### src/hw/rtl/dvle_pkg.sv
// Shared constants and types for the delta varint list encoder.
// No dependencies; every other file of the block imports this package.
package dvle_pkg;

  localparam int unsigned ID_BITS_DEF = 32;  // default id width inside the block
  localparam int unsigned NODE_W      = 32;  // node_id and head_id port width
  localparam int unsigned CODE_W      = 8;   // code_byte width
  localparam int unsigned GROUP_W     = 7;   // payload bits per code byte

  localparam logic KIND_HEAD = 1'b0;
  localparam logic KIND_CODE = 1'b1;

  // Handoff from the serial subtractor to the byte emitter.
  typedef struct packed {
    logic valid;
    logic is_head;
  } dvle_hand_t;

endpackage

### src/hw/rtl/dvle_if.sv
// Valid/ready channel interfaces for the delta varint list encoder.
// Depends on dvle_pkg for the field widths.
interface dvle_in_if;
  import dvle_pkg::*;

  logic                valid;
  logic                ready;
  logic [NODE_W-1:0]   node_id;
  logic                list_start;

  modport source (output valid, output node_id, output list_start, input ready);
  modport sink   (input valid, input node_id, input list_start, output ready);
endinterface

interface dvle_out_if;
  import dvle_pkg::*;

  logic                valid;
  logic                ready;
  logic                kind;
  logic [NODE_W-1:0]   head_id;
  logic [CODE_W-1:0]   code_byte;
  logic                last_of_run;

  modport source (output valid, output kind, output head_id, output code_byte,
                  output last_of_run, input ready);
  modport sink   (input valid, input kind, input head_id, input code_byte,
                  input last_of_run, output ready);
endinterface

### src/hw/rtl/delta_varint_list_encoder_top.sv
// Delta varint list encoder, top level. Uses dvle_pkg, dvle_if, dvle_sub, dvle_emit.
// Path: a head goes through S_HOLD in the subtractor and the emitter's register;
//   a difference first runs the digit loop, N = ceil(IdBits/7) (N = 5 at 32 bits).
// Throughput: the subtractor takes one item at a time, until the emitter takes it;
//   bytes leave at one per cycle while out_o.ready is high and overlap the next item.
// Reset: rst_ni low clears the previous id to zero and empties both stages.
module delta_varint_list_encoder_top #(
  parameter int unsigned IdBits = dvle_pkg::ID_BITS_DEF
) (
  input  logic       clk_i,
  input  logic       rst_ni,
  dvle_in_if.sink    in_i,
  dvle_out_if.source out_o
);
  import dvle_pkg::*;

  // Handoff between the subtractor and the emitter: valid/kind as a struct,
  // the difference (or raw head id) alongside it.
  dvle_hand_t        hand;
  logic              hand_ready;
  logic [IdBits-1:0] hand_value;

  // Stage 1: hold the previous id and form the difference digit by digit.
  dvle_sub #(
    .IdBits (IdBits)
  ) u_sub (
    .clk_i        (clk_i),
    .rst_ni       (rst_ni),
    .in_i         (in_i),
    .hand_o       (hand),
    .hand_ready_i (hand_ready),
    .value_o      (hand_value)
  );

  // Stage 2: drop zero differences, emit head ids and varint bytes.
  dvle_emit #(
    .IdBits (IdBits)
  ) u_emit (
    .clk_i        (clk_i),
    .rst_ni       (rst_ni),
    .hand_i       (hand),
    .hand_ready_o (hand_ready),
    .value_i      (hand_value),
    .out_o        (out_o)
  );

  // A head result is a single beat with an empty code byte.
  a_head_single: assert property (@(posedge clk_i) disable iff (!rst_ni)
    out_o.valid && (out_o.kind == KIND_HEAD) |-> out_o.last_of_run && (out_o.code_byte == '0))
    else $error("head result without last_of_run or with a code byte");

  // The continuation bit of a code byte is the inverse of last_of_run.
  a_cont_bit: assert property (@(posedge clk_i) disable iff (!rst_ni)
    out_o.valid && (out_o.kind == KIND_CODE) |-> (out_o.code_byte[CODE_W-1] != out_o.last_of_run))
    else $error("continuation bit disagrees with last_of_run");

  // Code bytes carry no head id.
  a_code_no_head: assert property (@(posedge clk_i) disable iff (!rst_ni)
    out_o.valid && (out_o.kind == KIND_CODE) |-> (out_o.head_id == '0))
    else $error("code byte result carries a head id");

  // The subtractor works on one item at a time.
  a_one_item: assert property (@(posedge clk_i) disable iff (!rst_ni)
    in_i.valid && in_i.ready |=> !in_i.ready)
    else $error("input taken while the subtractor is busy");

endmodule

### src/hw/rtl/dvle_sub.sv
// Digit-serial subtractor: forms new id minus previous id, 7 bits per cycle.
// Head ids pass through unchanged. Depends on dvle_pkg and dvle_in_if.
module dvle_sub #(
  parameter int unsigned IdBits = dvle_pkg::ID_BITS_DEF
) (
  input  logic                 clk_i,
  input  logic                 rst_ni,
  dvle_in_if.sink              in_i,
  output dvle_pkg::dvle_hand_t hand_o,
  input  logic                 hand_ready_i,
  output logic [IdBits-1:0]    value_o
);
  import dvle_pkg::*;

  localparam int unsigned NumDig = (IdBits + GROUP_W - 1) / GROUP_W;
  localparam int unsigned DigW   = NumDig * GROUP_W;
  localparam int unsigned CntW   = $clog2(NumDig);

  typedef enum logic [2:0] {
    S_IDLE = 3'b001,
    S_CALC = 3'b010,
    S_HOLD = 3'b100
  } sub_state_e;

  sub_state_e          state_q, state_d;
  logic [CntW-1:0]     cnt_q, cnt_d;
  logic                borrow_q, borrow_d;
  logic                head_q, head_d;
  logic [IdBits-1:0]   prev_q, prev_d;
  logic [DigW-1:0]     a_q, a_d;
  logic [DigW-1:0]     b_q, b_d;
  logic [DigW-1:0]     delta_q, delta_d;
  logic [GROUP_W:0]    digit;
  logic [IdBits-1:0]   id_in;

  assign id_in = IdBits'(in_i.node_id);
  assign digit = {1'b0, a_q[GROUP_W-1:0]} - {1'b0, b_q[GROUP_W-1:0]}
                 - {{GROUP_W{1'b0}}, borrow_q};

  always_comb begin
    state_d  = state_q;
    cnt_d    = cnt_q;
    borrow_d = borrow_q;
    head_d   = head_q;
    prev_d   = prev_q;
    a_d      = a_q;
    b_d      = b_q;
    delta_d  = delta_q;
    case (state_q)
      S_IDLE: begin
        if (in_i.valid) begin
          prev_d = id_in;
          if (in_i.list_start) begin
            head_d  = 1'b1;
            delta_d = DigW'(id_in);
            state_d = S_HOLD;
          end else begin
            head_d   = 1'b0;
            a_d      = DigW'(id_in);
            b_d      = DigW'(prev_q);
            borrow_d = 1'b0;
            cnt_d    = CntW'(NumDig - 1);
            state_d  = S_CALC;
          end
        end
      end
      S_CALC: begin
        // advance one digit; the result shifts in from the top
        borrow_d = digit[GROUP_W];
        a_d      = a_q >> GROUP_W;
        b_d      = b_q >> GROUP_W;
        delta_d  = {digit[GROUP_W-1:0], delta_q[DigW-1:GROUP_W]};
        cnt_d    = cnt_q - 1'b1;
        if (cnt_q == '0) begin
          state_d = S_HOLD;
        end
      end
      S_HOLD: begin
        if (hand_ready_i) begin
          state_d = S_IDLE;
        end
      end
      default: begin
        state_d = S_IDLE;
      end
    endcase
  end

  always_ff @(posedge clk_i or negedge rst_ni) begin
    if (!rst_ni) begin
      state_q <= S_IDLE;
      prev_q  <= '0;
    end else begin
      state_q <= state_d;
      prev_q  <= prev_d;
    end
  end

  always_ff @(posedge clk_i) begin
    cnt_q    <= cnt_d;
    borrow_q <= borrow_d;
    head_q   <= head_d;
    a_q      <= a_d;
    b_q      <= b_d;
    delta_q  <= delta_d;
  end

  assign in_i.ready     = (state_q == S_IDLE);
  assign hand_o.valid   = (state_q == S_HOLD);
  assign hand_o.is_head = head_q;
  // drop the borrow bits that ran past the id width
  assign value_o        = delta_q[IdBits-1:0];

endmodule

### src/hw/rtl/dvle_emit.sv
// Byte emitter: shifts the difference out 7 bits per beat as varint bytes, or passes a head id out as one beat.
// Zero differences are dropped. Depends on dvle_pkg and dvle_out_if.
module dvle_emit #(
  parameter int unsigned IdBits = dvle_pkg::ID_BITS_DEF
) (
  input  logic                 clk_i,
  input  logic                 rst_ni,
  input  dvle_pkg::dvle_hand_t hand_i,
  output logic                 hand_ready_o,
  input  logic [IdBits-1:0]    value_i,
  dvle_out_if.source           out_o
);
  import dvle_pkg::*;

  logic              busy_q, busy_d;
  logic              kind_q, kind_d;
  logic [IdBits-1:0] sr_q, sr_d;
  logic              rest_nz;
  logic              beat;
  logic              done;

  assign rest_nz      = |sr_q[IdBits-1:GROUP_W];
  assign beat         = out_o.valid & out_o.ready;
  assign done         = beat & out_o.last_of_run;
  assign hand_ready_o = !busy_q || done;

  always_comb begin
    busy_d = busy_q;
    kind_d = kind_q;
    sr_d   = sr_q;
    if (beat) begin
      sr_d = sr_q >> GROUP_W;
      if (done) begin
        busy_d = 1'b0;
      end
    end
    if (hand_i.valid && hand_ready_o) begin
      sr_d = value_i;
      if (hand_i.is_head) begin
        busy_d = 1'b1;
        kind_d = KIND_HEAD;
      end else begin
        // a zero difference is a repeated id: drop it
        busy_d = (value_i != '0);
        kind_d = KIND_CODE;
      end
    end
  end

  always_ff @(posedge clk_i or negedge rst_ni) begin
    if (!rst_ni) begin
      busy_q <= 1'b0;
    end else begin
      busy_q <= busy_d;
    end
  end

  always_ff @(posedge clk_i) begin
    kind_q <= kind_d;
    sr_q   <= sr_d;
  end

  assign out_o.valid       = busy_q;
  assign out_o.kind        = kind_q;
  assign out_o.head_id     = (kind_q == KIND_HEAD) ? NODE_W'(sr_q) : '0;
  assign out_o.code_byte   = (kind_q == KIND_CODE) ? {rest_nz, sr_q[GROUP_W-1:0]} : '0;
  assign out_o.last_of_run = (kind_q == KIND_HEAD) ? 1'b1 : !rest_nz;

endmodule

### src/flat_wrapper.sv
// flat-port wrapper written by rule: the top's interface ports become plain ports
module delta_varint_list_encoder_top_flat import dvle_pkg::*;
#(
  parameter int unsigned IdBits = dvle_pkg::ID_BITS_DEF
)
  (clk_i, rst_ni, in_i_valid, in_i_node_id, in_i_list_start, in_i_ready, out_o_valid, out_o_kind, out_o_head_id, out_o_code_byte, out_o_last_of_run, out_o_ready);
  dvle_in_if in_i_i ();
  dvle_out_if out_o_i ();
  input  logic clk_i;
  input  logic rst_ni;
  input wire logic [$bits(in_i_i.valid)-1:0] in_i_valid;
  input wire logic [$bits(in_i_i.node_id)-1:0] in_i_node_id;
  input wire logic [$bits(in_i_i.list_start)-1:0] in_i_list_start;
  output wire logic [$bits(in_i_i.ready)-1:0] in_i_ready;
  output wire logic [$bits(out_o_i.valid)-1:0] out_o_valid;
  output wire logic [$bits(out_o_i.kind)-1:0] out_o_kind;
  output wire logic [$bits(out_o_i.head_id)-1:0] out_o_head_id;
  output wire logic [$bits(out_o_i.code_byte)-1:0] out_o_code_byte;
  output wire logic [$bits(out_o_i.last_of_run)-1:0] out_o_last_of_run;
  input wire logic [$bits(out_o_i.ready)-1:0] out_o_ready;
  assign in_i_i.valid = in_i_valid;
  assign in_i_i.node_id = in_i_node_id;
  assign in_i_i.list_start = in_i_list_start;
  assign in_i_ready = in_i_i.ready;
  assign out_o_valid = out_o_i.valid;
  assign out_o_kind = out_o_i.kind;
  assign out_o_head_id = out_o_i.head_id;
  assign out_o_code_byte = out_o_i.code_byte;
  assign out_o_last_of_run = out_o_i.last_of_run;
  assign out_o_i.ready = out_o_ready;
  delta_varint_list_encoder_top #(.IdBits(IdBits)) u_core (.clk_i(clk_i), .rst_ni(rst_ni), .in_i(in_i_i), .out_o(out_o_i));
endmodule
### config.mk
export PLATFORM = sky130hd
export DESIGN_NAME = delta_varint_list_encoder_top_flat
export DESIGN_NICKNAME = d
export VERILOG_FILES = /design/src/hw/rtl/dvle_pkg.sv /design/src/hw/rtl/dvle_if.sv /design/src/hw/rtl/delta_varint_list_encoder_top.sv /design/src/hw/rtl/dvle_sub.sv /design/src/hw/rtl/dvle_emit.sv /design/src/flat_wrapper.sv
export SDC_FILE = /design/constraint.sdc
export NUM_CORES = 1
export LEC_CHECK = 0
export ABC_AREA = 1
export BUFFER_PORTS_ARGS = -buffer_cell sky130_fd_sc_hd__buf_2
export CAP_MARGIN = 40
export CORE_UTILIZATION = 50
export DETAILED_ROUTE_END_ITERATION = 10
export PLACE_DENSITY = 0.75
export SLEW_MARGIN = 25
export SYNTH_ARGS = -nofsm -noshare
export SYNTH_HDL_FRONTEND = slang
export SYNTH_HIERARCHICAL = 1
export SYNTH_SLANG_ARGS = --single-unit
### constraint.sdc
create_clock -name clk_i -period 6.2 [get_ports clk_i]
set_clock_uncertainty 0.1 [all_clocks]
set_input_delay 0.93 -clock clk_i [delete_from_list [all_inputs] [get_ports clk_i]]
set_output_delay 0.93 -clock clk_i [all_outputs]
set_load 0.005 [all_outputs]
==> summary.md, run 1 <==
| Metric | Value |
|---|---|
| Status | finished clean |
| Largest net degree at the start of global routing | 69 |
| Area of the mapped netlist | 8300 µm² |
| Max Freq | 351 MHz |
| Worst EP arrival | 3.04 ns |
| CTS tree | yes |
| Area growth from synthesis to layout | 11.1% |
| Most frequent cells in the layout | 412 x nand2_1, 137 x edfxtp_1, 102 x inv_1, 80 x buf_2, 54 x nor2_1 |
| Final period utilization | 46.0% |
| Final worst slack | 3.35 ns |
| Die Ht | 131 µm |
| Number of I/O port buffers | 80 |
| YS warnings | 6 |
| GR Overflow Total | 0 |
| Vias in the first global route | 5410 |
| Actual slew at the worst max-slew pin | 0.769 ns |
| Syn Area/Cell | 9.16 µm² |
| First-pass GRT wire length | 26800 µm |
| Type of the worst min-delay path | primary input to async pin |
| Pre-CTS WS | 3.28 ns |
| Synth Area in XOR/XNOR | 0.316% |
| Antenna-violating nets left | 0 |
| Post-CTS Setup Bufs | 0 |
| Post-detail-place hpwl | 11400 µm |
| PwrDens | 478 nW/µm² |
| Final total power | 4.41 mW |
| Compound-Gate Fraction of Synth Area | 0.995% |
| H-Tree Depth | 4 |
| Ports | 81 |
| Post-synth top flop | edfxtp_1 |
| Clk_lat worst skew | 0.43 ns |
| Initial antenna violation count | 0 |
| Period minus WS final | 2.85 ns |
| Max-cap viol count | 0 |
| DR vias | 5789 |
| Clk slew on worst S/H paths | 0.07 ns |
| Placer Congestion | 0.822 |
| Layout Nets | 998 |
| Area of the core | 16100 µm² |
| WS Path Type | register to register |
| RSZ-0062 raised after global routing | no |
| First-pass iteration count of the detailed router | 5 |
| Routed WL | 17100 µm |
| Post-Place Cell Area | 8600 µm² |
| Post-synth cell types | 31 |
| Routed wire per std cell | 14.6 µm |
| Max Buffers Root-to-Sink | 2 |
| Mapped Cells | 906 |
| Slew headroom | 48.7% |
| Final hold slack | 0.261 ns |
| Hold-fix buffers at CTS | 0 |
| Final setup viols | 0 |
| Clock sinks | 173 |
| Simple-Gate Fraction of Synth Area | 25.2% |
| Post-synthesis adder-cell area fraction | 2.59% |
| Commonest non-fill, non-tap cell in the layout | nand2_1 |
| Post-synth EDFFs | 137 |
| Worst EP required | 6.39 ns |
| CP endpoint kind | register |
| Die area | 17100 µm² |
| Ant diodes | 0 |
| Die X | 131 µm |
| Largest family of logic cells by synthesized area | simple AND/OR/NAND/NOR gates |
| FF+latch count, synth | 173 |
| Row count | 46 |
| Final Hold Fails | 0 |
| Total CTS buffers | 17 |
| Share of layout cells above drive strength 1 | 14.4% |
| Post-synth ARST share | 20.8% |
| Lkg Pwr | 4.50 nW |
| Post-CTS sizing | 0 |
| Initial Utilization | 51.7% |
| Max-slew violation count | 0 |
| Cell area after layout | 9220 µm² |
| Mapped Nets | 959 |
| Initial DRC count | 499 |
| Total GRT Usage | 21.6% |
| TNS Setup | 0 ns |
| VDD IR max | 0.297 mV |
| Root Driver | clkbuf_16 |
| Sequential area share after synthesis | 60.4% |
| Startpoint types | register |
| Mux contribution to synthesized area | 0.136% |
| DR vias/cell | 4.94 |
| # DRC | 0 |
| CP Max Fanout | 49 |
-- area by class of cell --
cell class / instances / area (µm²)
clock inverter: 5 / 50.0
multi-input combinational: 561 / 2450
fill: 1372 / 6830
tap: 216 / 270
timing repair buffer: 88 / 500
sequential: 173 / 5020
inverter: 104 / 392
clock buffer: 26 / 543
-- logic make-up after synthesis --
group,Yosys count
compound gates,16
xor+xnor,3
fa+ha+maj,16
buf+inv,172
flops,173
mux,1
simple gates,525
-- critical path, stage by stage, from the launching register on --
cell,delay [ns]
dfrtp_1,0.41
inv_1,0.11
nand3_2,0.53
inv_2,0.72
buf_4,0.55
o21ai_1,0.13
a21oi_1,0.13
-- metrics by stage --
step,std cells,util (%)
global placement,1139,53.4
CTS,1172,57.3
finish,1173,57.4
floorplan,906,-
detailed placement,1141,53.6
global route,1173,57.4
-- state kept, by name, summed over array words and instances (netlist names) --
name                       cells
u_core/u_sub/b_q              32
u_core/u_emit/out_o.valid      1
u_core/u_sub/borrow_q          1
u_core/u_sub/delta_q          35
u_core/u_sub/state_q           3
u_core/u_sub/cnt_q             3
u_core/u_emit/out_o.kind       1
u_core/u_sub/head_q            1
u_core/u_sub/a_q              32
u_core/u_sub/prev_q           32
u_core/u_emit/sr_q            32
-- path summary, 6_finish.rpt --
path / endpoint / slack [ns] / cells past startpoint / start
setup / recovery: u_core/u_sub/delta_q[32] / 3.35 / 6 / u_core/u_sub/state_q[2]
hold / removal: u_core/u_sub/prev_q[25] / 0.26 / 1 / rst_ni
setup reg to reg: u_core/u_sub/delta_q[32] / 3.35 / 6 / u_core/u_sub/state_q[2]
hold reg to reg: u_core/u_sub/prev_q[16] / 0.38 / 2 / u_core/u_sub/prev_q[16]
max in group asynchronous: u_core/u_sub/state_q[0] / 5.23 / 2 / rst_ni
min in group clk_i: u_core/u_sub/prev_q[16] / 0.38 / 2 / u_core/u_sub/prev_q[16]
-- synth_stat cells, types with 2 or more instances --
library cell / count / area share (%)
nand2_2: 5 / 0.38
dfrtp_1: 35 / 11
ha_1: 14 / 2.1
nand2_1: 412 / 19
nor4_1: 5 / 0.38
edfxtp_1: 137 / 50
nand2_4: 2 / 0.27
nor3_1: 2 / 0.12
inv_1: 102 / 4.6
a21oi_1: 8 / 0.48
nand4_1: 2 / 0.15
fa_1: 2 / 0.48
o21ai_1: 6 / 0.36
xnor2_1: 2 / 0.21
buf_2: 16 / 0.96
buf_6: 6 / 0.81
buf_4: 39 / 3.5
nor2_2: 7 / 0.53
nor2_1: 55 / 2.5
nand3_1: 33 / 2.0
clkbuf_1: 6 / 0.27
-- power by group --
group	total, mW	switching (mW)	leakage (nW)	internal, mW
Clock	1.06	0.416	0.295	0.642
Combinational	1.29	0.869	2.48	0.425
Sequential	2.05	0.208	1.73	1.85
Total	4.41	1.49	4.50	2.91
-- layer usage --
metal / up-vias / GRT usage (%) / part of all wire (%)
met5: - / 0 / 0
met4: 0 / 8.32 / 1.9
met3: 22 / 4.80 / 6.5
met2: 223 / 34.7 / 48
li1: 2872 / - / -
met1: 2672 / 28.6 / 44
Power figures use the tool's default switching activity.
==> run 2: changes to the inputs <==
--- a/config.mk
+++ b/config.mk
@@ -10,7 +10,7 @@
 export CAP_MARGIN = 40
 export CORE_UTILIZATION = 50
 export DETAILED_ROUTE_END_ITERATION = 10
-export PLACE_DENSITY = 0.75
+export PLACE_DENSITY = 0.78
 export SLEW_MARGIN = 25
 export SYNTH_ARGS = -nofsm -noshare
 export SYNTH_HDL_FRONTEND = slang
==> constraint.sdc (replaced) <==
create_clock -name clk_i -period 2.4 [get_ports clk_i]
set_clock_uncertainty 0.1 [all_clocks]
set_input_delay 0.36 -clock clk_i [delete_from_list [all_inputs] [get_ports clk_i]]
set_output_delay 0.36 -clock clk_i [all_outputs]
set_load 0.005 [all_outputs]
==> run 2 against run 1 <==
Compared with the run above:
- first-iteration DRC count up 39%
- combinational power grew to 2.6 times the previous value
- utilization rose by 0.88 points
- register-to-register slack got worse by 3.1 ns
- total power rose to 2.7 times the previous value
- non-clock buffer count up 6
- flip-flop and latch count unchanged
- critical path depth increased by 3
- clock-buffer cell count fell by 9
- routed wire length is 2.6% higher
- critical endpoint is now out_o_code_byte[7]
- highest routed layer unchanged
==> summary.md, run 2 (same netlist as run 1, synthesis figures left out) <==
| Metric | Value |
|---|---|
| Final setup viols | 0 (unchanged) |
| Clk slew on worst S/H paths | 0.06 ns (was 0.07 ns) |
| Worst EP required | 1.94 ns (was 6.39 ns) |
| CP endpoint kind | output port (was register) |
| CP most frequent cell | nand2_1 |
| Initial antenna violation count | 0 (unchanged) |
| Reg2Reg Depth | 12 (was 6) |
| Die X | 131 µm (unchanged) |
| Worst EP arrival | 1.69 ns (was 3.04 ns) |
| Clk pwr share | 26.2% (was 24.0%) |
| Largest register FFs | 35 (unchanged) |
| Reg2Reg Capture Point | u_core/u_emit/sr_q[17] (was u_core/u_sub/delta_q[32]) |
| HP Start | in_i_list_start |
| FF+latch area | 5020 µm² (unchanged) |
| Post-detail-place hpwl | 12000 µm (was 11400 µm) |
| PwrDens | 1260 nW/µm² (was 478 nW/µm²) |
| Max-cap viol count | 0 (unchanged) |
| Area of the multi-input gates | 2460 µm² (was 2450 µm²) |
| CTS tree | yes (unchanged) |
| CP Max Fanout | 3 (was 49) |
| Layout Nets | 1004 (was 998) |
| Max Buffers Root-to-Sink | 2 (unchanged) |
| Clk_lat worst skew | 0.42 ns (was 0.43 ns) |
| Number of I/O port buffers | 80 (unchanged) |
| Final period utilization | 89.6% |
| DR vias | 5860 (was 5789) |
| Slew headroom | 66.2% (was 48.7%) |
| Startpoint types | register (unchanged) |
| CP Buf/Inv Count | 3 (unchanged) |
| Commonest non-fill, non-tap cell in the layout | nand2_1 (unchanged) |
| Initial Utilization | 51.7% (unchanged) |
| Gate power share | 28.8% (was 29.4%) |
| Largest net degree at the start of global routing | 69 (unchanged) |
| Total GRT Usage | 21.9% (was 21.6%) |
| Largest Register | u_core/u_sub/delta_q (unchanged) |
| Total internal power | 7.86 mW (was 2.91 mW) |
| Antenna-violating nets left | 0 (unchanged) |
| Max-slew violation count | 0 (unchanged) |
| RR Startpoint | u_core/u_emit/sr_q[24] (was u_core/u_sub/state_q[2]) |
| Most frequent cells in the layout | 411 x nand2_1, 137 x edfxtp_1, 101 x inv_1, 80 x buf_2, 54 x nor2_1 (was 412 x nand2_1, 137 x edfxtp_1, 102 x inv_1, 80 x buf_2, 54 x nor2_1) |
| Total CTS buffers | 17 (unchanged) |
| Worst R2R Setup Slack | 0.29 ns (was 3.35 ns) |
| Slowest-stage cell, CP | edfxtp_1 (was inv_2) |
| Max Freq | 465 MHz |
| H-Tree Depth | 4 (unchanged) |
| First-pass iteration count of the detailed router | 6 (was 5) |
| First-pass GRT wire length | 27700 µm (was 26800 µm) |
| Routed WL | 17600 µm (was 17100 µm) |
| Top delay family on crit path | simple AND/OR/NAND/NOR gates (was buffers and inverters) |
| Die Ht | 131 µm (unchanged) |
| Clock sinks | 173 (unchanged) |
| WS Path Type | register to output port (was register to register) |
| VDD IR max | 0.669 mV (was 0.297 mV) |
| Crit. Startpoint | u_core/u_emit/sr_q[24] (was u_core/u_sub/state_q[2]) |
| Root Driver | clkbuf_16 (unchanged) |
| Routed wire per std cell | 14.9 µm (was 14.6 µm) |
| Placer Congestion | 0.895 (was 0.822) |
| Crit path cell chain | inv_1, nand2_1, nor2_1, nand2_1, nor2_1, nand2_1, nand2_2, inv_1, buf_2 (was inv_1, nand3_2, inv_2, buf_4, o21ai_1, a21oi_1) |
| Ports | 81 (unchanged) |
| Net switching power | 3.98 mW (was 1.49 mW) |
| DR vias/cell | 4.97 (was 4.94) |
| Worst Hold End | u_core/u_sub/head_q |
| Sw Share | 33.6% (was 33.9%) |
| Die area | 17100 µm² (unchanged) |
| Area of the core | 16100 µm² (unchanged) |
| Type of the worst min-delay path | primary input to register (was primary input to async pin) |
| Lkg Pwr | 4.55 nW (was 4.50 nW) |
| Worst path max stage delay | 0.46 ns (was 0.72 ns) |
| Ant diodes | 0 (unchanged) |
| Worst Hold Depth | 1 |
| Part of the power in registers | 45.0% (was 46.6%) |
| Actual slew at the worst max-slew pin | 0.506 ns (was 0.769 ns) |
| Initial DRC count | 696 (was 499) |
| Finished Core Util | 58.3% (was 57.4%) |
| Final Hold Fails | 0 (unchanged) |
| RSZ-0062 raised after global routing | no (unchanged) |
| Row count | 46 (unchanged) |
| Vias in the first global route | 5472 (was 5410) |
| Status | finished clean (unchanged) |
| Fill cell count | 1336 (was 1372) |
| GR Overflow Total | 0 (unchanged) |
| Area growth from synthesis to layout | 12.8% (was 11.1%) |
| Final hold slack | 0.0397 ns (was 0.261 ns) |
| Period minus WS final | 2.15 ns |
| # DRC | 0 (unchanged) |
| Share of layout cells above drive strength 1 | 15.4% (was 14.4%) |
## run 2: cell types whose count changed in the layout (fill, tap and decap cells not counted), moves of 2 or more
cell / previous run / this run
clkinvlp_4: 0 / 4
clkinv_2: 5 / 1
clkinv_1: 0 / 2
buf_12: 1 / 4
clkbuf_8: 2 / 0
buf_4: 5 / 9
clkbuf_1: 4 / 0
clkinv_4: 0 / 2
bufinv_16: 1 / 6
clkbuf_16: 20 / 17
## run 2: worst max-delay path by stage
stage,endpoint,cells past startpoint,slack [ns]
6_report,out_o_code_byte[7],9,0.25
3_5_place_dp,u_core/u_sub/borrow_q,10,0.35
3_3_place_gp,u_core/u_sub/borrow_q,10,0.42
5_1_grt,u_core/u_sub/borrow_q,9,0.18
4_1_cts,out_o_code_byte[7],9,0.27
2_1_floorplan,u_core/u_sub/a_q[0],4,-0.17
## run 2: area by class of cell
cell class | instances | share of cell area (%)
multi-input cells | 561 | 26.3
repair buffers | 94 | 5.96
flip-flops and latches | 173 | 53.6
clock buffers | 17 | 4.54
inverters | 104 | 4.18
well taps | 216 | 2.89
clock inverters | 15 | 2.61
## run 2: per-stage QoR
step	setup slack [ns]	std cells	TNS, ns	cell area (µm²)	total power [mW]
after floorplan	-0.169	906	-11.50	8340	7.91
after global placement	0.418	1146	0	8670	8.59
after detailed placement	0.351	1147	0	8690	8.76
after CTS	0.274	1180	0	9370	11.9
after global routing	0.178	1180	0	9370	12.6
final	0.249	1180	0	9370	11.8
## run 2: timing repair
action | CTS | global route
gates resized for setup | 0 | 0
setup endpoints to repair | 0 | 0
setup buffers | 0 | 0
hold buffers | 1 | 0
endpoints found under the hold margin | 13 | 0
## run 2: power by group through the flow
stage	registers, mW	logic [mW]	clock network, mW
3_5_place_dp	5.37	3.39	0
3_3_place_gp	5.33	3.26	0
4_1_cts	5.33	3.44	3.13
6_report	5.33	3.41	3.10
5_1_grt	5.44	3.90	3.24
2_1_floorplan	5.17	2.75	0
## run 2: layer usage
| metal | part of all wire [%] | global-route usage, % |
|---|---|---|
| met5 | 0 | 0 |
| met4 | 1.4 | 6.56 |
| met3 | 5.1 | 4.32 |
| met2 | 49 | 36.0 |
| met1 | 44 | 29.5 |
